<file path="config.mk">
export PLATFORM = sky130hd
export DESIGN_NAME = vcw_fifo
export DESIGN_NICKNAME = d
export VERILOG_FILES = /design/src/vcw_pkg.sv /design/src/vcw_fifo.sv
export SDC_FILE = /design/constraint.sdc
export NUM_CORES = 1
export LEC_CHECK = 0
export BUFFER_PORTS_ARGS = -buffer_cell sky130_fd_sc_hd__buf_2
export CAP_MARGIN = 20
export CORE_ASPECT_RATIO = 0.7
export CORE_MARGIN = 2
export CORE_UTILIZATION = 61
export DETAILED_ROUTE_END_ITERATION = 8
export PLACE_DENSITY = 0.78
export SYNTH_ARGS = -nofsm -noshare
export SYNTH_HDL_FRONTEND = slang
export SYNTH_SLANG_ARGS = --single-unit
</file>
<file path="constraint.sdc">
create_clock -name clk -period 7.1 [get_ports clk]
set_clock_uncertainty 0.05 [all_clocks]
set_input_delay 0.355 -clock clk [delete_from_list [all_inputs] [get_ports clk]]
set_output_delay 0.355 -clock clk [all_outputs]
set_load 0.01 [all_outputs]
</file>
<file path="src/vcw_pkg.sv">
package vcw_pkg;

  localparam int PING_DEPTH_DEF = 16;
  localparam int DIV_W = 64;
  localparam int DEN_W = 32;

  localparam logic [2:0] OP_INIT  = 3'd0;
  localparam logic [2:0] OP_PING  = 3'd1;
  localparam logic [2:0] OP_PONG  = 3'd2;
  localparam logic [2:0] OP_QUERY = 3'd3;
  localparam logic [2:0] OP_TICK  = 3'd4;

  localparam logic [22:0] WIN_INIT = 23'd16384;
  localparam logic [22:0] WIN_MIN  = 23'd4096;
  localparam logic [22:0] WIN_MAX  = 23'd4194304;
  localparam logic [22:0] WIN_STEP = 23'd4096;
  localparam logic [23:0] WIN_FAST = 24'd8192;
  localparam logic [31:0] WAIT_MAX = 32'd100;
  localparam logic [31:0] DIFF_BIG = 32'd100;
  localparam logic [31:0] DIFF_MID = 32'd50;
  localparam logic [31:0] DIFF_LOW = 32'd25;
  localparam logic [31:0] DIFF_TINY = 32'd5;

  typedef struct packed {
    logic [2:0]  operation;
    logic [31:0] now_ms;
    logic [31:0] sock_offset;
    logic [31:0] idle_ms;
  } vcw_in_t;

  typedef struct packed {
    logic        congested;
    logic [22:0] window_bytes;
    logic        ping_dropped;
  } vcw_out_t;

  typedef struct packed {
    logic [31:0] time_ms;
    logic [31:0] offset;
    logic [31:0] inflight;
  } vcw_ping_t;

  function automatic logic [22:0] win_clamp(input logic [DIV_W-1:0] w);
    logic [22:0] r;
    if (w < DIV_W'(WIN_MIN)) begin
      r = WIN_MIN;
    end else if (w > DIV_W'(WIN_MAX)) begin
      r = WIN_MAX;
    end else begin
      r = w[22:0];
    end
    return r;
  endfunction

endpackage

</file>
<file path="src/vcw_fifo.sv">
module vcw_fifo #(
  parameter int DEPTH = vcw_pkg::PING_DEPTH_DEF
) (
  input  logic                         clk,
  input  logic                         rst_n,
  input  logic                         push,
  input  vcw_pkg::vcw_ping_t           push_data,
  input  logic                         pop,
  output vcw_pkg::vcw_ping_t           rd_data,
  output logic [$clog2(DEPTH+1)-1:0]   count
);
  import vcw_pkg::*;

  localparam int IW = $clog2(DEPTH);
  localparam int CW = $clog2(DEPTH + 1);

  vcw_ping_t     mem [DEPTH];
  vcw_ping_t     rd_data_r;
  logic [IW-1:0] head_r;
  logic [CW-1:0] count_r;
  logic [CW:0]   sum;
  logic [IW-1:0] tail;

  always_comb begin
    sum = {{(CW + 1 - IW){1'b0}}, head_r} + {1'b0, count_r};
    if (sum >= (CW + 1)'(DEPTH)) begin
      sum = sum - (CW + 1)'(DEPTH);
    end
    tail = sum[IW-1:0];
  end

  always_ff @(posedge clk) begin
    if (!rst_n) begin
      head_r  <= '0;
      count_r <= '0;
    end else if (push) begin
      count_r <= count_r + 1'b1;
    end else if (pop) begin
      count_r <= count_r - 1'b1;
      head_r  <= (head_r == IW'(DEPTH - 1)) ? '0 : head_r + 1'b1;
    end
  end

  always_ff @(posedge clk) begin
    if (push) begin
      mem[tail] <= push_data;
    end
    if (pop) begin
      rd_data_r <= mem[head_r];
    end
  end

  assign rd_data = rd_data_r;
  assign count   = count_r;

endmodule
</file>
### Yosys cells after proc, flatten, opt, wreduce, memory -nomap -nowiden

Memory sizes are Yosys's and may differ from the RTL's. A register that Yosys moved wholly into a read port is not among the register bits.
Cells that the tools add are included.
W data, S select, Z words.

| operators by class | value |
|---|---|
| order comparisons | 1 |
| equality and inequality tests | 1 |
| multiplexer cells | 6 |
| bitwise operators | 1 |
| add/sub/neg operators | 5 |
| reductions and logical operators | 2 |

Operators with widths:

| operator | number |
|---|---|
| $mux W5 | 2 |
| $mux W4 | 2 |
| $add A4 B5 Y6 | 1 |
| $ge A6 B5 Y1 const B | 1 |
| $add A5 B1 Y5 const B | 1 |
| $sub A5 B1 Y5 const B | 1 |
| $add A4 B1 Y4 const B | 1 |
| $eq A4 B4 Y1 const B | 1 |
| $sub A4 B1 Y4 const B | 1 |
| $mux W1 | 2 |
| $reduce_and A2 Y1 | 1 |
| $reduce_bool A2 Y1 | 1 |
| $not A1 Y1 | 1 |

| storage, ports and cells | value |
|---|---|
| input port bits | 100 |
| memories | 1 |
| output and inout port bits | 101 |
| bits in registers | 9 |
| bits in writable memories | 1536 |

Memory list:

| name | words | width | read ports | clocked after Yosys merged registers in | wr ports | line | source |
|---|---|---|---|---|---|---|---|
| mem | 16 | 96 | 1 | 1 | 1 | vcw_fifo.sv:17 | `vcw_ping_t mem [DEPTH];` |

### Depth between registers and ports, before layout

Gate-level depths: netlist (run 1).

| depth | value |
|---|---|
| depth after elaboration | 3 |
| depth in mapped cells | 7 |

### Least setup slack after synthesis (run 1)

Ideal clock, no wire load.

| timing path | value |
|---|---|
| path type | register -> register |
| start point | reg count_r[0] (netlist: count[0]) |
| end point | mem mem[12][0] in the netlist's numbering, enable pin |
| data required time | 6.499 ns |
| buffers on the path | 0 |
| data arrival time | 5.515 ns |
| cell stages (with the launch flop) | 7 |
| slack | 0.984 ns |
| library setup time | 0.551 ns |
| period minus slack after synthesis | 6.116 ns |
| path through | dfxtp_1 > ha_1 > fa_1 > nand2b_1 > nor2_1 > mux2i_1 > nor2_1 |

| on the way | value |
|---|---|
| longest elaborated chain between the ends | 3 |
| elaborated cells on any way between the ends | 4 |

Ends and longest elaborated chain:

| what | line | source |
|---|---|---|
| start, declared | vcw_fifo.sv:20 | `logic [CW-1:0] count_r;` |
| start signal, assigned | vcw_fifo.sv:37 | `count_r <= count_r + 1'b1;` |
| start signal, assigned | vcw_fifo.sv:39 | `count_r <= count_r - 1'b1;` |
| $add A4 B5 Y6 (*) | vcw_fifo.sv:25 | `sum = {{(CW + 1 - IW){1'b0}}, head_r} + {1'b0, count_r};` |
| $ge A6 B5 Y1 / $sub A4 B1 Y4 (equally long branches) | vcw_fifo.sv:26, vcw_fifo.sv:27 |  |
| $mux W4 (*) | vcw_fifo.sv:26 | `if (sum >= (CW + 1)'(DEPTH)) begin` |
| end, declared | vcw_fifo.sv:17 |  |

Mark *: on every way between the ends. The rest lies on a longest branch, timed or not.

### Worst setup path in the final report (run 1)

| timing path | value |
|---|---|
| start point | reg head_r[0] |
| end point | mem mem[13][45] in the netlist's numbering, enable pin |

| on the way | value |
|---|---|
| longest elaborated chain between the ends | 3 |
| elaborated cells on any way between the ends | 4 |

Ends and longest elaborated chain:

| what | line | source |
|---|---|---|
| start, declared | vcw_fifo.sv:19 | `logic [IW-1:0] head_r;` |
| start signal, assigned | vcw_fifo.sv:40 | `head_r <= (head_r == IW'(DEPTH - 1)) ? '0 : head_r + 1'b1;` |
| $add A4 B5 Y6 (*) | vcw_fifo.sv:25 |  |
| $ge A6 B5 Y1 / $sub A4 B1 Y4 (equally long branches) | vcw_fifo.sv:26, vcw_fifo.sv:27 |  |
| $mux W4 (*) | vcw_fifo.sv:26 |  |

Marked as above.

==> impl_metrics.csv, run 1 <==
group,metric,value,unit
status,status,"completed",
yosys,ys_ff_latch,1641,
global_route,grt_pass1_wl,206000,um
drt,vias_per_cell,6.78,
drt,dr.first_iter.drc_count,3842,
die,row_count,96,
global_route,antenna_found_initial,10,
clock_network,htreeDepth,4,
drt,antenna_left,0,
sta,hold_viol,0,
worst_setup_path,r2r_slack,2.68,ns
yosys,synth_top_family_by_area,"multiplexers",
sta,grt_setup_unrepaired,"no",
die,die-area,102000,um^2
sta,whs,0.465,ns
sta,setup_viol,0,
worst_setup_path,worst_ep_arrival_time,4.75,ns
finish,drive_gt1_share,29.6,%
clock_network,path_clk_slew,0.06,ns
place,gp_congestion,0.779,
pwr,power,20.4,mW
place,port_buffers,200,
yosys,syn-cell-area,60900,um^2
yosys,synth_cell_types,36,
finish,area_delta_synth_final,14.1,%
die,initial_utilization,61.9,%
yosys,yosys.area_share.simple,0.402,%
die,die_width,382,um
worst_setup_path,cp-start-kind,"register",
clock_network,clockBufferDepth,3,
pwr,p_leak,22.0,nW
drt,wl_met1,51600,um
global_route,overflow,0,
drt,num_vias,28800,
drt,wl_met2,71300,um
die,die_height,268,um
yosys,synth_compound_area_share,3.16,%
drt,routedWlPerCell,33.5,um
flow_run,maxCapViolations,0,
global_route,grt_pass1_vias,29700,
finish,final_cell_mix,"1632 x edfxtp_1, 384 x mux4_2, 199 x buf_2",
clock_network,cts_tree,"built",
worst_setup_path,worst-setup-path-type,"reg -> reg",
yosys,syn-num-nets,2548,
yosys,yosysWarnings,0,
finish,layout.nets,2917,
yosys,muxShareOfSynthArea,14.3,%
yosys,yosysSeqAreaShare,80.7,%
pwr,ir_drop,0.264,mV
clock_network,clock-sinks,1641,
drt,dr_wl_met3,15900,um
global_route,grtUsageTotal,28.3,%
drt,postRouteWirelength,142000,um
drt,drc,0,
die,ios,201,
drt,highest_layer,"met5",
finish,layout_commonest_cell,"edfxtp_1",
worst_setup_path,worstPathRequired,7.43,ns
drt,dr.pass1.iters,5,
pwr,power_density,294,nW/um^2
sta,worst_pin_slew,1.15,ns
die,coreArea,98500,um^2
worst_setup_path,crit_path_end_kind,"register",
worst_setup_path,cp_max_fo,68,
yosys,avgSynthCellArea,25.0,um^2
clock_network,numCtsBuffers,144,
yosys,synth-adder-area-share,0.209,%
sta,fin_crit_sh,62.2,%
sta,period_needed,4.42,ns
min_path,worst_hold_path_type,"in -> reg",
global_route,grt_max_degree,98,
clock_network,clkLatencyLatePin,0.77,ns
yosys,synthCells,2439,
place,place_area,63700,um^2
sta,report.final.slew_viol_count,0,
finish,fin_area,69500,um^2
yosys,synthXorXnorAreaFrac,0.0862,%
sta,relSlewSlack,23.5,%
sta,fmax,226,MHz
clock_network,root_buffer,"clkbuf_16",
sta,setup-tns-final,0,ns
place,hpwl,66900,um
-- metal layers --
metal	global-route usage, %	vias up
li1	-	11400
met1	39.2	15200
met2	45.4	1910
met3	7.73	246
met4	7.99	12
met5	0	-
-- sequential cells by signal (all words and copies together) (netlist names) --
signal and flops:
rd_data 96, mem 1536, head_r 4, count 5
-- metrics by stage --
stage / std cells / utilization, % / worst slack (ns)
after global routing: 4240 / 70.5 / 2.45
after floorplan: 2439 / - / 0.984
after CTS: 4234 / 70.4 / 2.57
after global placement: 3874 / 64.5 / 2.42
final: 4243 / 70.6 / 2.68
after detailed placement: 3880 / 64.7 / 2.64
-- final timing paths --
| kind | start | end | depth (start not counted) |
|---|---|---|---|
| worst max-delay path | head_r[0] | mem[13][45] | 8 |
| worst min-delay path | push_data[65] | mem[9][65] | 2 |
| worst max register to register | head_r[0] | mem[13][45] | 8 |
| worst min register to register | count[2] | count[2] | 2 |
-- layout make-up --
cell class	instances	area (um^2)
Clock inverter	79	847
Tap cell	1323	1660
Multi-Input combinational cell	663	11200
Sequential cell	1641	49200
Clock buffer	175	3800
Antenna cell	4	10.0
Inverter	4	15.0
Fill cell	5459	29000
Timing Repair Buffer	354	2780
-- timing repair --
action                      CTS  global route
hold buffers                100             0
buffers inserted              0             0
hold endpoints to repair   1549             0
resized for setup             0             0
setup endpoints to repair     0             0
-- cells by family after synthesis --
family / after synthesis
DFF: 1641
muxes: 388
AOI/OAI and AO/OA: 209
buffers and inverters: 135
and+or+nand+nor: 51
adders and majority gates: 9
xor gates and xnor gates: 6
-- report_power, final --
part           switching, mW  internal, mW
combinational          0.795         0.544
sequential             0.135          11.1
clock                   3.44          4.44
total                   4.37          16.1
-- synthesized netlist by cell type --
cell | count | share of area (%)
o221ai_1 | 1 | 0.014
mux4_2 | 384 | 14
inv_1 | 4 | 0.025
clkbuf_1 | 78 | 0.48
nor2b_1 | 7 | 0.072
a22o_1 | 96 | 1.4
a21oi_1 | 4 | 0.033
nor2_1 | 24 | 0.15
a211o_1 | 1 | 0.014
a21boi_0 | 2 | 0.025
and4b_1 | 1 | 0.016
nand2b_1 | 4 | 0.041
nand2_1 | 7 | 0.043
xor2_1 | 2 | 0.029
dfxtp_1 | 9 | 0.30
o21ai_0 | 2 | 0.016
a21o_1 | 2 | 0.025
a311oi_1 | 1 | 0.014
buf_1 | 3 | 0.018
fa_1 | 2 | 0.066
buf_6 | 18 | 0.33
nor4b_1 | 1 | 0.014
edfxtp_1 | 1632 | 80
buf_2 | 24 | 0.20
xnor2_1 | 4 | 0.057
and2_1 | 3 | 0.031
nor3_1 | 1 | 0.0082
o311a_1 | 2 | 0.033
ha_1 | 7 | 0.14
mux2i_1 | 4 | 0.066
nand3b_1 | 1 | 0.012
a311o_1 | 1 | 0.016
buf_4 | 8 | 0.099
a221o_1 | 96 | 1.6
nand3_1 | 2 | 0.016
o21a_1 | 1 | 0.012
-- critical path, stage by stage, from the launching register on --
cell and delay (ns):
dfxtp_4 0.70, buf_16 0.31, ha_1 0.25, fa_1 0.45, nand2b_1 0.20, nor2_1 0.19, mux2i_1 0.32, nor2_4 0.91
buf_12 0.54
No activity file was read; power rests on OpenSTA's default activity.
==> inputs of run 2 (changes only) <==
Settings changed: CORE_UTILIZATION 61 to 55, PLACE_DENSITY 0.78 to 0.75.
Clock period 7.1 ns to 3.8 ns, I/O delays scaled along.
==> run 2 against run 1 <==
Critical path depth shrank 3. Utilization shrank 7.6 points. Clock power grew 75%. Design area is essentially flat. Wire length shrank 6.5%.
==> impl_metrics.csv, run 2 (synthesis results as in run 1) <==
group,metric,value,unit
sta,fin_crit_sh,89.0,%
finish,layout_commonest_cell,"edfxtp_1",
clock_network,cts_tree,"built",
worst_setup_path,cp_max_fo,55,
sta,fmax,296,MHz
die,row_count,102,
finish,fillers,7064,
flow_run,maxCapViolations,0,
place,port_buffers,200,
clock_network,htreeDepth,4,
pwr,pwr-share-seq,56.4,%
worst_setup_path,rr_startpoint,"head_r[2]",
pwr,p_leak,21.9,nW
global_route,antenna_found_initial,3,
finish,largest_reg_flops,1536,
global_route,grtUsageTotal,23.8,%
die,die_height,282,um
die,initial_utilization,55.3,%
worst_setup_path,crit_path_end_kind,"register",
finish,drive_gt1_share,29.4,%
clock_network,clockBufferDepth,3,
die,ios,201,
clock_network,ctsResizeCount,0,
finish,final_cell_mix,"1632 x edfxtp_1, 384 x mux4_2, 199 x buf_2",
sta,setup-tns-final,0,ns
pwr,comb_power_share,6.6,%
sta,grt_setup_unrepaired,"no",
sta,period_needed,3.38,ns
pwr,p_switching,7.98,mW
global_route,grt_max_degree,161,
worst_setup_path,worst_ep_arrival_time,3.69,ns
pwr,power_switching_share,21.5,%
pwr,power_density,535,nW/um^2
place,hpwl,65500,um
drt,routedWlPerCell,30.3,um
finish,fin_area,69400,um^2
drt,dr.first_iter.drc_count,3628,
clock_network,clock-sinks,1641,
drt,drc,0,
worst_setup_path,crit_path_start,"head_r[2]",
place,place_area,64000,um^2
sta,worst_pin_slew,1.35,ns
worst_setup_path,worst-setup-path-type,"reg -> reg",
clock_network,numCtsBuffers,144,
worst_setup_path,worstPathRequired,4.11,ns
sta,setup_viol,0,
sta,report.final.slew_viol_count,0,
sta,relSlewSlack,9.76,%
sta,whs,0.287,ns
drt,antenna_left,0,
finish,regMostFlops,"mem",
finish,layout.nets,2925,
clock_network,clkLatencyLatePin,0.77,ns
min_path,holdCritStartpoint,"rst_n",
clock_network,cts_setup_buffers,0,
die,die-area,114000,um^2
drt,vias_per_cell,6.40,
drt,dr.pass1.iters,5,
finish,antenna_cells,0,
global_route,grt_pass1_vias,29100,
pwr,clkPwrFrac,37.0,%
place,gp_congestion,0.726,
die,coreArea,110000,um^2
global_route,grt_pass1_wl,196000,um
die,die_width,402,um
drt,num_vias,28100,
min_path,worst_hold_path_type,"in -> reg",
pwr,power,37.2,mW
finish,area_delta_synth_final,14.0,%
worst_setup_path,cp-start-kind,"register",
clock_network,root_buffer,"clkbuf_16",
drt,postRouteWirelength,133000,um
pwr,p_int,29.2,mW
sta,hold_viol,0,
status,status,"completed",
clock_network,path_clk_slew,0.06,ns
pwr,ir_drop,0.507,mV
global_route,overflow,0,
-- run 2: cell count changes in the layout (fill, tap and decap cells not counted), moves of 3 or more --
cell / delta
clkinv_8: +3
clkbuf_1: +13
diode_2: -4
buf_4: +3
buf_12: +9
inv_6: +4
buf_16: -4
bufinv_16: -13
-- run 2: metal layers --
metal  global-route usage (%)  part of all wire (%)
met1                     34.1                    40
met2                     38.9                    50
met3                     4.09                   8.7
met4                     6.16                   1.8
met5                        0                     0
-- run 2: timing repair --
| action | in CTS | in global routing |
|---|---|---|
| hold buffers | 100 | 0 |
| hold endpoints to repair | 1555 | 0 |
| setup endpoints to repair | 0 | 0 |
-- run 2: critical path: stages, from the launching register on --
cell and delay, ns:
dfxtp_1 0.59, ha_1 0.36, a21oi_1 0.44, mux2i_1 0.42
nor2_4 0.22, buf_4 0.83
-- run 2: final timing paths --
path                                    to  slack [ns]  cells after the start
worst max-delay path            mem[1][46]        0.42                      5
worst min-delay path             head_r[3]        0.29                      3
worst min register to register    count[2]        0.52                      2
worst max register to register  mem[1][46]        0.42                      5
-- run 2: layout make-up --
| type | instances | area [um^2] | area share (%) |
|---|---|---|---|
| tap | 1456 | 1820 | 2.62 |
| multi-input combinational | 663 | 11200 | 16.1 |
| sequential | 1641 | 49200 | 70.8 |
| timing repair buffer | 362 | 2870 | 4.14 |
| inverter | 4 | 15.0 | 0.0216 |
| clock inverter | 71 | 529 | 0.762 |
| clock buffer | 187 | 3830 | 5.51 |
-- run 2: through the flow --
step | instances | utilization, % | setup WS (ns)
6_report | 4384 | 63.0 | 0.418
5_1_grt | 4384 | 63.0 | 0.324
4_1_cts | 4382 | 62.9 | 0.389
3_5_place_dp | 4024 | 58.1 | 0.428
3_3_place_gp | 4024 | 58.1 | 0.462
2_1_floorplan | 2439 | - | -0.749
-- run 2: power groups by stage --
stage | clock, mW | combinational, mW | sequential, mW
2_1_floorplan | 0 | 1.34 | 21.3
3_3_place_gp | 0 | 2.28 | 21.3
3_5_place_dp | 0 | 2.36 | 21.3
4_1_cts | 14.0 | 2.46 | 21.0
5_1_grt | 14.7 | 2.62 | 21.0
6_report | 13.8 | 2.44 | 21.0
