--- config.mk ---
export PLATFORM = sky130hd
export DESIGN_NAME = vcw_div
export DESIGN_NICKNAME = d
export VERILOG_FILES = /design/src/vcw_pkg.sv /design/src/vcw_div.sv
export SDC_FILE = /design/constraint.sdc
export NUM_CORES = 1
export LEC_CHECK = 0
export BUFFER_PORTS_ARGS = -buffer_cell sky130_fd_sc_hd__buf_2
export CAP_MARGIN = 20
export CORE_MARGIN = 2
export CORE_UTILIZATION = 55
export CTS_CLUSTER_SIZE = 8
export DETAILED_ROUTE_END_ITERATION = 10
export PLACE_DENSITY = 0.8
export SKIP_CTS_REPAIR_TIMING = 1
export SLEW_MARGIN = 20
export SYNTH_ARGS = -nofsm -noshare
export SYNTH_HDL_FRONTEND = slang
export SYNTH_SLANG_ARGS = --single-unit
--- constraint.sdc ---
create_clock -name clk -period 3.2 [get_ports clk]
set_input_delay 0.64 -clock clk [delete_from_list [all_inputs] [get_ports clk]]
set_output_delay 0.64 -clock clk [all_outputs]
set_load 0.1 [all_outputs]
--- src/vcw_pkg.sv ---
package vcw_pkg;

  localparam int PING_DEPTH_DEF = 16;
  localparam int DIV_W = 64;
  localparam int DEN_W = 32;

  localparam logic [2:0] OP_INIT  = 3'd0;
  localparam logic [2:0] OP_PING  = 3'd1;
  localparam logic [2:0] OP_PONG  = 3'd2;
  localparam logic [2:0] OP_QUERY = 3'd3;
  localparam logic [2:0] OP_TICK  = 3'd4;

  localparam logic [22:0] WIN_INIT = 23'd16384;
  localparam logic [22:0] WIN_MIN  = 23'd4096;
  localparam logic [22:0] WIN_MAX  = 23'd4194304;
  localparam logic [22:0] WIN_STEP = 23'd4096;
  localparam logic [23:0] WIN_FAST = 24'd8192;
  localparam logic [31:0] WAIT_MAX = 32'd100;
  localparam logic [31:0] DIFF_BIG = 32'd100;
  localparam logic [31:0] DIFF_MID = 32'd50;
  localparam logic [31:0] DIFF_LOW = 32'd25;
  localparam logic [31:0] DIFF_TINY = 32'd5;

  typedef struct packed {
    logic [2:0]  operation;
    logic [31:0] now_ms;
    logic [31:0] sock_offset;
    logic [31:0] idle_ms;
  } vcw_in_t;

  typedef struct packed {
    logic        congested;
    logic [22:0] window_bytes;
    logic        ping_dropped;
  } vcw_out_t;

  typedef struct packed {
    logic [31:0] time_ms;
    logic [31:0] offset;
    logic [31:0] inflight;
  } vcw_ping_t;

  function automatic logic [22:0] win_clamp(input logic [DIV_W-1:0] w);
    logic [22:0] r;
    if (w < DIV_W'(WIN_MIN)) begin
      r = WIN_MIN;
    end else if (w > DIV_W'(WIN_MAX)) begin
      r = WIN_MAX;
    end else begin
      r = w[22:0];
    end
    return r;
  endfunction

endpackage

--- src/vcw_div.sv ---
module vcw_div (
  input  logic                       clk,
  input  logic                       rst_n,
  input  logic                       start,
  input  logic [vcw_pkg::DIV_W-1:0]  dividend,
  input  logic [vcw_pkg::DEN_W-1:0]  divisor,
  output logic                       done,
  output logic [vcw_pkg::DIV_W-1:0]  quotient
);
  import vcw_pkg::*;

  localparam int CNT_W = $clog2(DIV_W);

  logic             busy_r;
  logic             done_r;
  logic [CNT_W-1:0] cnt_r;
  logic [DEN_W-1:0] rem_r;
  logic [DEN_W-1:0] den_r;
  logic [DIV_W-1:0] quo_r;
  logic [DEN_W:0]   shifted;
  logic             fits;
  logic [DEN_W:0]   diff;

  assign shifted = {rem_r, quo_r[DIV_W-1]};
  assign fits    = shifted >= {1'b0, den_r};
  assign diff    = shifted - {1'b0, den_r};

  always_ff @(posedge clk) begin
    if (!rst_n) begin
      busy_r <= 1'b0;
      done_r <= 1'b0;
      cnt_r  <= '0;
    end else begin
      done_r <= 1'b0;
      if (start) begin
        busy_r <= 1'b1;
        cnt_r  <= '0;
      end else if (busy_r) begin
        cnt_r <= cnt_r + 1'b1;
        if (cnt_r == CNT_W'(DIV_W - 1)) begin
          busy_r <= 1'b0;
          done_r <= 1'b1;
        end
      end
    end
  end

  // one quotient bit per cycle, restoring
  always_ff @(posedge clk) begin
    if (start) begin
      rem_r <= '0;
      den_r <= divisor;
      quo_r <= dividend;
    end else if (busy_r) begin
      rem_r <= fits ? diff[DEN_W-1:0] : shifted[DEN_W-1:0];
      quo_r <= {quo_r[DIV_W-2:0], fits};
    end
  end

  assign done     = done_r;
  assign quotient = quo_r;

endmodule

## Word level (Yosys, flattened, before mapping)

Index checks and enable logic that the tools add are counted.

- Bitwise gates (word level): 2
- Equality and inequality tests: 1
- Add/subtract/negate cells: 2
- Reductions and logical operators: 3
- Order comparisons: 1
- Muxes and demuxes: 7

Operators with widths:

| cell | count |
|---|---|
| 64-bit two-way mux | 2 |
| 33-bit by 32-bit greater-or-equal comparator with 1-bit output | 1 |
| 32-bit two-way mux | 1 |
| 32-bit subtractor | 1 |
| 6-bit by 1-bit adder with 6-bit output (second input constant) | 1 |
| 6-bit equality test (second input constant) | 1 |
| 1-bit two-way mux | 4 |
| 3-bit OR reduction | 1 |
| 1-bit NOT | 2 |
| 2-bit nonzero test | 1 |
| 2-bit OR reduction | 1 |

- Output and inout bits: 65
- Word-level logic and storage cells: 22
- Input bits: 99
- Register bits after elaboration: 136

## Depth between registers and ports, before layout

Gate-level depths: netlist (run 1).

- Depth in word-level cells: 4
- Mapped depth: 12
- Mapped depth without buffers: 11

## Worst setup path after synthesis (run 1)

No wires, ideal clock.

- Path kind: reg2reg
- Start point: register quo_r[63] (netlist: quotient[63])
- End point: register rem_r[20]
- Slack: 94 ps
- Period minus slack after synthesis: 3106 ps
- Arrival time: 3015 ps
- Path buffers: 0
- Required time: 3109 ps
- Library setup time: 91 ps
- Stages on the path, launching flop included: 12
- Cells stage by stage: edfxtp_1 > inv_1 > ha_1 > fa_1 > nand2b_1 > a21oi_1 > or3_4 > o31ai_4 > o2111ai_1 > o31ai_1 > a211o_1 > a311oi_1

- Cells in the longest elaborated chain, start to end: 2
- Elaborated cells on any way between the ends: 3
- Those cells by class: add/sub (1); order compare (1); mux (1)

Ends and longest elaborated chain:

| what | line | text |
|---|---|---|
| start: declaration | vcw_div.sv:19 | `logic [DIV_W-1:0] quo_r;` |
| start signal: assignment | vcw_div.sv:53 | `quo_r <= dividend;` |
| start signal: assignment | vcw_div.sv:56 | `quo_r <= {quo_r[DIV_W-2:0], fits};` |
| 32-bit subtractor or 33-bit by 32-bit greater-or-equal comparator with 1-bit output (tied branches) | vcw_div.sv:26, vcw_div.sv:25 |  |
| 32-bit two-way mux * | vcw_div.sv:55 | `rem_r <= fits ? diff[DEN_W-1:0] : shifted[DEN_W-1:0];` |
| end signal: assignment | vcw_div.sv:55 |  |
| end: declaration | vcw_div.sv:17 | `logic [DEN_W-1:0] rem_r;` |

Every way passes the cells marked *; elsewhere a longest branch is shown, timed or not.
A chain may end at the register's enable or synchronous reset.

## Worst setup path in the final report (run 1)

- Start point: register den_r[8]
- End point: register rem_r[12]

- Cells in the longest elaborated chain, start to end: 2
- Elaborated cells on any way between the ends: 3
- Those cells by class: add/sub (1); order compare (1); mux (1)

Ends and longest elaborated chain:

| what | line | text |
|---|---|---|
| start: declaration | vcw_div.sv:18 | `logic [DEN_W-1:0] den_r;` |
| start signal: assignment | vcw_div.sv:52 | `den_r <= divisor;` |
| 32-bit subtractor or 33-bit by 32-bit greater-or-equal comparator with 1-bit output (tied branches) | vcw_div.sv:26, vcw_div.sv:25 |  |
| 32-bit two-way mux * | vcw_div.sv:55 |  |

Marks and branches as above.

==> results of run 1 <==
-- registers in the layout, summed over array words and instances (netlist names) --
name      flops
busy_r        1
cnt_r         6
den_r        32
done          1
quotient     64
rem_r        32
-- final timing paths --
| check | startpoint | to | slack, ns | cells after the start |
|---|---|---|---|---|
| setup / recovery | den_r[8] | rem_r[12] | 0.18 | 10 |
| hold / removal | divisor[27] | den_r[27] | 0.39 | 1 |
| setup reg to reg | den_r[8] | rem_r[12] | 0.18 | 10 |
| hold reg to reg | cnt_r[5] | done | 0.48 | 2 |
-- per-stage QoR --
step                setup WS (ns)    util  hold WS, ns  std cells
global placement           0.3757  0.6248       0.4657       1030
global route              0.07130  0.6684       0.3785       1062
detailed placement         0.2888  0.6248       0.4640       1030
floorplan                 0.09426       -       0.4447        717
CTS                        0.2551  0.6684       0.3801       1062
finish                     0.1801  0.6684       0.3864       1062
-- cell families after synthesis --
kind of cell / Yosys count / synth area share
buffers and inverters: 85 / 0.04934
flip-flops: 136 / 0.4794
adder cells (fa/ha/maj): 34 / 0.05634
multiplexers: 68 / 0.09901
XOR/XNOR: 28 / 0.03192
AND/OR/NAND/NOR: 190 / 0.1207
AO/OA/AOI/OAI: 176 / 0.1633
-- critical path, cell delays in order (launching register included) --
cell and delay [ns]:
edfxtp_1 0.32, inv_1 0.04, ha_1 0.44, nand4_1 0.24, nor4_2 0.37, a21oi_1 0.11, o21ai_1 0.10, a221o_1 0.26
o21a_4 0.37, nor2_1 0.22, a2111oi_1 0.42
-- area by class of cell --
cell class	count	area (sq um)	share of cell area
Clock buffer	18	429.2	0.04662
Sequential cell	136	3684	0.4001
Clock inverter	14	171.4	0.01862
Inverter	42	157.7	0.01712
Multi-Input combinational cell	496	3623	0.3936
Tap cell	180	225.2	0.02446
Timing Repair Buffer	176	915.9	0.09948
-- cell usage after synthesis, types with 14 or more instances --
cell / count / share of area
clkbuf_1: 23 / 0.011
nor2_1: 56 / 0.027
a311oi_1: 21 / 0.024
nand4_1: 14 / 0.011
mux2_2: 64 / 0.094
nand2_1: 43 / 0.021
dfxtp_1: 40 / 0.10
a21oi_1: 33 / 0.021
inv_1: 42 / 0.021
edfxtp_1: 96 / 0.38
nand3_1: 31 / 0.020
xnor2_1: 16 / 0.018
ha_1: 33 / 0.054
o21ai_0: 22 / 0.014
o21ai_1: 18 / 0.012
-- metal layers --
layer  vias up  global-route usage  part of all wire
met5         -                   0                 0
met4         0             0.09195             0.018
met3        29             0.08474             0.085
met2       281              0.4204              0.49
met1      2970              0.3179              0.41
li1       2998                   -                 -
-- where the power goes --
| group | switching (mW) | internal [mW] |
|---|---|---|
| registers | 0.0831 | 2.07 |
| clock network | 0.771 | 1.23 |
| logic | 1.18 | 0.443 |
| total | 2.03 | 3.74 |
==> impl_metrics.xml, run 1 <==
<?xml version="1.0" encoding="UTF-8"?>
<metrics>
  <group name="global_routing">
    <metric name="via_count_of_the_first_global_routing_pass" unit="">6050</metric>
    <metric name="grt_max_degree" unit="">53</metric>
    <metric name="grt_total_ovfl" unit="">0</metric>
    <metric name="grt_first_pass_wirelength" unit="um">29550</metric>
    <metric name="initial_antenna_violation_count" unit="">0</metric>
    <metric name="track_usage" unit="">0.2567</metric>
  </group>
  <group name="clock_network">
    <metric name="cts_num_sinks" unit="">136</metric>
    <metric name="clkSlewWorstSetupHoldPaths" unit="ns">0.06</metric>
    <metric name="cts_root_buf" unit="">clkbuf_16</metric>
    <metric name="cts-htree-levels" unit="">4</metric>
    <metric name="cts_made_buffers" unit="">17</metric>
    <metric name="clkLatencyLatePin" unit="ns">0.43</metric>
    <metric name="cts_tree" unit="">done</metric>
    <metric name="clock_path_buffers" unit="">2</metric>
  </group>
  <group name="timing">
    <metric name="finalCriticalPeriod" unit="ns">3.020</metric>
    <metric name="hold_viol" unit="">0</metric>
    <metric name="fin_crit_sh" unit="">0.9437</metric>
    <metric name="worst_slew_pin_slew" unit="ns">0.9653</metric>
    <metric name="finalClockSkew" unit="ns">0.01297</metric>
    <metric name="timing.fmax" unit="GHz">0.3311</metric>
    <metric name="grt_setup_unrepaired" unit="">no</metric>
    <metric name="maxSlewViolCount" unit="">0</metric>
    <metric name="setup_viol_count_final" unit="">0</metric>
    <metric name="timing.max_slew.rel_slack" unit="">0.3541</metric>
    <metric name="total_neg_setup_slack" unit="ns">0</metric>
  </group>
  <group name="yosys">
    <metric name="yosysUniqueCellTypes" unit="">73</metric>
    <metric name="synth_warnings" unit="">0</metric>
    <metric name="synth.net_count" unit="">850</metric>
    <metric name="synth-edff-count" unit="">96</metric>
    <metric name="synthArstFlopShare" unit="">0</metric>
    <metric name="sequential_fraction_of_the_synthesis_area" unit="">0.4794</metric>
    <metric name="postSynthRegisterBits" unit="">136</metric>
    <metric name="avgSynthCellArea" unit="sq um">10.72</metric>
    <metric name="area_of_the_mapped_netlist" unit="sq mm">0.007684</metric>
    <metric name="netlist_instances" unit="">717</metric>
    <metric name="synth_flop_cell" unit="">edfxtp_1</metric>
  </group>
  <group name="floorplan">
    <metric name="initial_core_util" unit="">0.5579</metric>
    <metric name="die_w" unit="um">122.2</metric>
    <metric name="io_pins" unit="">164</metric>
    <metric name="floorplan.die_area" unit="sq mm">0.01493</metric>
    <metric name="core-area" unit="sq mm">0.01377</metric>
    <metric name="fp.dieH" unit="um">122.2</metric>
    <metric name="number_of_core_rows" unit="">43</metric>
  </group>
  <group name="pwr">
    <metric name="p_per_area" unit="mW/mm^2">627.4</metric>
    <metric name="design_power_total" unit="mW">5.776</metric>
    <metric name="worst_ir_drop_vdd" unit="mV">0.4136</metric>
    <metric name="leakage_power" unit="nW">3.818</metric>
  </group>
  <group name="critical_path">
    <metric name="worstSetupPathType" unit="">flop to flop</metric>
    <metric name="worstSetupEndpointType" unit="">flop</metric>
    <metric name="maximum_fanout_along_the_worst_path" unit="">25</metric>
    <metric name="startpoint_type" unit="">flop</metric>
    <metric name="crit_required" unit="ns">3.49</metric>
    <metric name="critical_path_arrival" unit="ns">3.31</metric>
  </group>
  <group name="routing">
    <metric name="route.vias.total" unit="">6278</metric>
    <metric name="first_iter_violations" unit="">510</metric>
    <metric name="drt.antenna.violating_nets" unit="">0</metric>
    <metric name="first_pass_iters" unit="">5</metric>
    <metric name="wl" unit="um">18750</metric>
    <metric name="drc" unit="">0</metric>
    <metric name="vias_per_cell" unit="">5.911</metric>
    <metric name="detail_route.wl_per_cell" unit="um">17.65</metric>
  </group>
  <group name="run">
    <metric name="drv.max_cap_violation_count" unit="">0</metric>
  </group>
  <group name="layout">
    <metric name="final_layout_size_suffix_gt1_frac" unit="">0.3333</metric>
    <metric name="fin_nets" unit="">1002</metric>
    <metric name="layout.filler_cells" unit="">1087</metric>
    <metric name="fin_area" unit="sq mm">0.009206</metric>
    <metric name="antenna_cells" unit="">0</metric>
    <metric name="synthToLayoutAreaGrowth" unit="%">19.82</metric>
    <metric name="layout.cells.most_common" unit="">buf_2</metric>
    <metric name="final_cell_mix" unit="">162 x buf_2, 96 x edfxtp_1, 64 x mux2_2, 55 x nor2_1, 43 x nand2_1</metric>
  </group>
  <group name="placement">
    <metric name="gp_congestion" unit="">0.9305</metric>
    <metric name="placement.io_buffers" unit="">163</metric>
    <metric name="detailed_place.area" unit="sq mm">0.008606</metric>
    <metric name="hpwlAfterDp" unit="um">13490</metric>
  </group>
  <group name="run_status">
    <metric name="run_status" unit="">completed</metric>
  </group>
  <group name="hold_path">
    <metric name="min-delay-path-class" unit="">primary input to flop</metric>
  </group>
</metrics>
Note: power is estimated with default switching activity, not from simulation.
==> run 2, diff against run 1 <==
- RECOVER_POWER: unset -> 50
==> impl_metrics.xml, run 2 (synthesis gave the netlist of run 1 again) <==
<?xml version="1.0" encoding="UTF-8"?>
<metrics>
  <group name="routing">
    <metric name="drt.antenna.violating_nets" unit="">0</metric>
    <metric name="first_pass_iters" unit="">5</metric>
    <metric name="vias_per_cell" unit="">5.845</metric>
    <metric name="detail_route.wl_per_cell" unit="um">17.60</metric>
    <metric name="drc" unit="">0</metric>
    <metric name="first_iter_violations" unit="">551</metric>
    <metric name="wl" unit="um">18700</metric>
    <metric name="route.vias.total" unit="">6207</metric>
  </group>
  <group name="pwr">
    <metric name="design_power_total" unit="mW">5.770</metric>
    <metric name="worst_ir_drop_vdd" unit="mV">0.4139</metric>
    <metric name="leakage_power" unit="nW">3.757</metric>
    <metric name="p_per_area" unit="mW/mm^2">629.1</metric>
  </group>
  <group name="clock_network">
    <metric name="clkSlewWorstSetupHoldPaths" unit="ns">0.06</metric>
    <metric name="clkLatencyLatePin" unit="ns">0.43</metric>
    <metric name="clock_path_buffers" unit="">2</metric>
    <metric name="cts-htree-levels" unit="">4</metric>
    <metric name="cts_root_buf" unit="">clkbuf_16</metric>
    <metric name="cts_made_buffers" unit="">17</metric>
    <metric name="cts_tree" unit="">done</metric>
    <metric name="cts_num_sinks" unit="">136</metric>
  </group>
  <group name="layout">
    <metric name="antenna_cells" unit="">0</metric>
    <metric name="synthToLayoutAreaGrowth" unit="%">19.36</metric>
    <metric name="max_ffs_per_register" unit="">64</metric>
    <metric name="layout.cells.most_common" unit="">buf_2</metric>
    <metric name="fin_nets" unit="">1002</metric>
    <metric name="final_layout_size_suffix_gt1_frac" unit="">0.3095</metric>
    <metric name="final_cell_mix" unit="">144 x buf_2, 96 x edfxtp_1, 64 x mux2_2, 55 x nor2_1, 43 x nand2_1</metric>
  </group>
  <group name="floorplan">
    <metric name="io_pins" unit="">164</metric>
    <metric name="die_w" unit="um">122.2</metric>
    <metric name="number_of_core_rows" unit="">43</metric>
    <metric name="initial_core_util" unit="">0.5579</metric>
    <metric name="fp.dieH" unit="um">122.2</metric>
    <metric name="floorplan.die_area" unit="sq mm">0.01493</metric>
    <metric name="core-area" unit="sq mm">0.01377</metric>
  </group>
  <group name="placement">
    <metric name="gp_congestion" unit="">0.9305</metric>
    <metric name="hpwlAfterDp" unit="um">13490</metric>
    <metric name="placement.io_buffers" unit="">163</metric>
  </group>
  <group name="hold_path">
    <metric name="min-delay-path-class" unit="">primary input to flop</metric>
    <metric name="min_delay_path_depth" unit="">1</metric>
  </group>
  <group name="critical_path">
    <metric name="cp_slowest_cell" unit="">ha_1</metric>
    <metric name="crit_required" unit="ns">3.49</metric>
    <metric name="startpoint_type" unit="">flop</metric>
    <metric name="worstPathCellList" unit="">ha_1 &gt; a21oi_1 &gt; o21ai_2 &gt; nor3_2 &gt; nand3_1 &gt; and3_4 &gt; o21ai_4 &gt; buf_4 &gt; a211oi_1 &gt; a2111oi_1</metric>
    <metric name="crit_cells" unit="">10</metric>
    <metric name="critical_path_arrival" unit="ns">3.29</metric>
    <metric name="peak_per_stage_delay_on_the_critical_path" unit="ns">0.38</metric>
    <metric name="worstSetupPathType" unit="">flop to flop</metric>
    <metric name="cp_top_family" unit="">compound AO/OA/AOI/OAI gates</metric>
    <metric name="maximum_fanout_along_the_worst_path" unit="">14</metric>
    <metric name="worstSetupEndpointType" unit="">flop</metric>
    <metric name="reg2reg_depth" unit="">10</metric>
    <metric name="worst_path_bufs_invs" unit="">1</metric>
  </group>
  <group name="timing">
    <metric name="finalClockSkew" unit="ns">0.01201</metric>
    <metric name="timing.max_slew.rel_slack" unit="">-0.1248</metric>
    <metric name="maxSlewViolCount" unit="">34</metric>
    <metric name="timing.fmax" unit="GHz">0.3339</metric>
    <metric name="worst_slew_pin_slew" unit="ns">1.687</metric>
    <metric name="setup_viol_count_final" unit="">0</metric>
    <metric name="finalCriticalPeriod" unit="ns">2.995</metric>
    <metric name="fin_crit_sh" unit="">0.9358</metric>
    <metric name="total_neg_setup_slack" unit="ns">0</metric>
    <metric name="hold_viol" unit="">0</metric>
    <metric name="grt_setup_unrepaired" unit="">no</metric>
  </group>
  <group name="global_routing">
    <metric name="initial_antenna_violation_count" unit="">0</metric>
    <metric name="track_usage" unit="">0.2567</metric>
    <metric name="grt_first_pass_wirelength" unit="um">29550</metric>
    <metric name="via_count_of_the_first_global_routing_pass" unit="">6050</metric>
    <metric name="grt_max_degree" unit="">53</metric>
    <metric name="grt_total_ovfl" unit="">0</metric>
  </group>
  <group name="run">
    <metric name="drv.max_cap_violation_count" unit="">1</metric>
  </group>
  <group name="run_status">
    <metric name="run_status" unit="">finished, violations left</metric>
    <metric name="failing_checks" unit="">max-capacitance violations, max-slew violations</metric>
  </group>
</metrics>
[run 2: metal layers]
layer / track usage / routed length (um) / vias up
met5: 0 / 0 / -
met4: 0.09195 / 337 / 0
met3: 0.08474 / 1508 / 27
met2: 0.4204 / 9169 / 246
met1: 0.3179 / 7681 / 2937
li1: - / - / 2997
[run 2: final timing paths]
path                                   from         to  slack [ns]
worst max-delay path              rem_r[15]  rem_r[12]        0.21
worst min-delay path            divisor[27]  den_r[27]        0.39
worst max register to register    rem_r[15]  rem_r[12]        0.21
worst min register to register     cnt_r[5]       done        0.48
[run 2: final cells by class]
class / instances / area, sq um
clock buffers: 18 / 429.2
clock inverters: 14 / 171.4
fillers: 1099 / 4602
inverters: 42 / 157.7
multi-input cells: 496 / 3623
flip-flops and latches: 136 / 3684
well taps: 180 / 225.2
repair buffers: 176 / 880.8
[run 2: worst reg2reg max path, stage by stage, from the launching register on]
cell and delay, ns:
dfxtp_1 0.33, ha_1 0.38, a21oi_1 0.33, o21ai_2 0.15, nor3_2 0.18, nand3_1 0.13
and3_4 0.22, o21ai_4 0.38, buf_4 0.30, a211oi_1 0.10, a2111oi_1 0.38
[run 2: through the flow]
step / area, sq um / std cells / utilization / setup slack [ns] / hold WS (ns)
global placement: 8606 / 1030 / 0.6248 / 0.3757 / 0.4657
floorplan: 7684 / 717 / - / 0.09426 / 0.4447
finish: 9171 / 1062 / 0.6659 / 0.2055 / 0.3866
global route: 9171 / 1062 / 0.6659 / 0.07130 / 0.3785
detailed placement: 8606 / 1030 / 0.6248 / 0.2888 / 0.4640
CTS: 9206 / 1062 / 0.6684 / 0.2551 / 0.3801
[run 2: where the power goes]
part           switching (mW)  total (mW)  internal [mW]
Clock                   0.773        2.00           1.23
Sequential             0.0834        2.15           2.07
Combinational            1.18        1.61          0.436
Total                    2.03        5.77           3.74
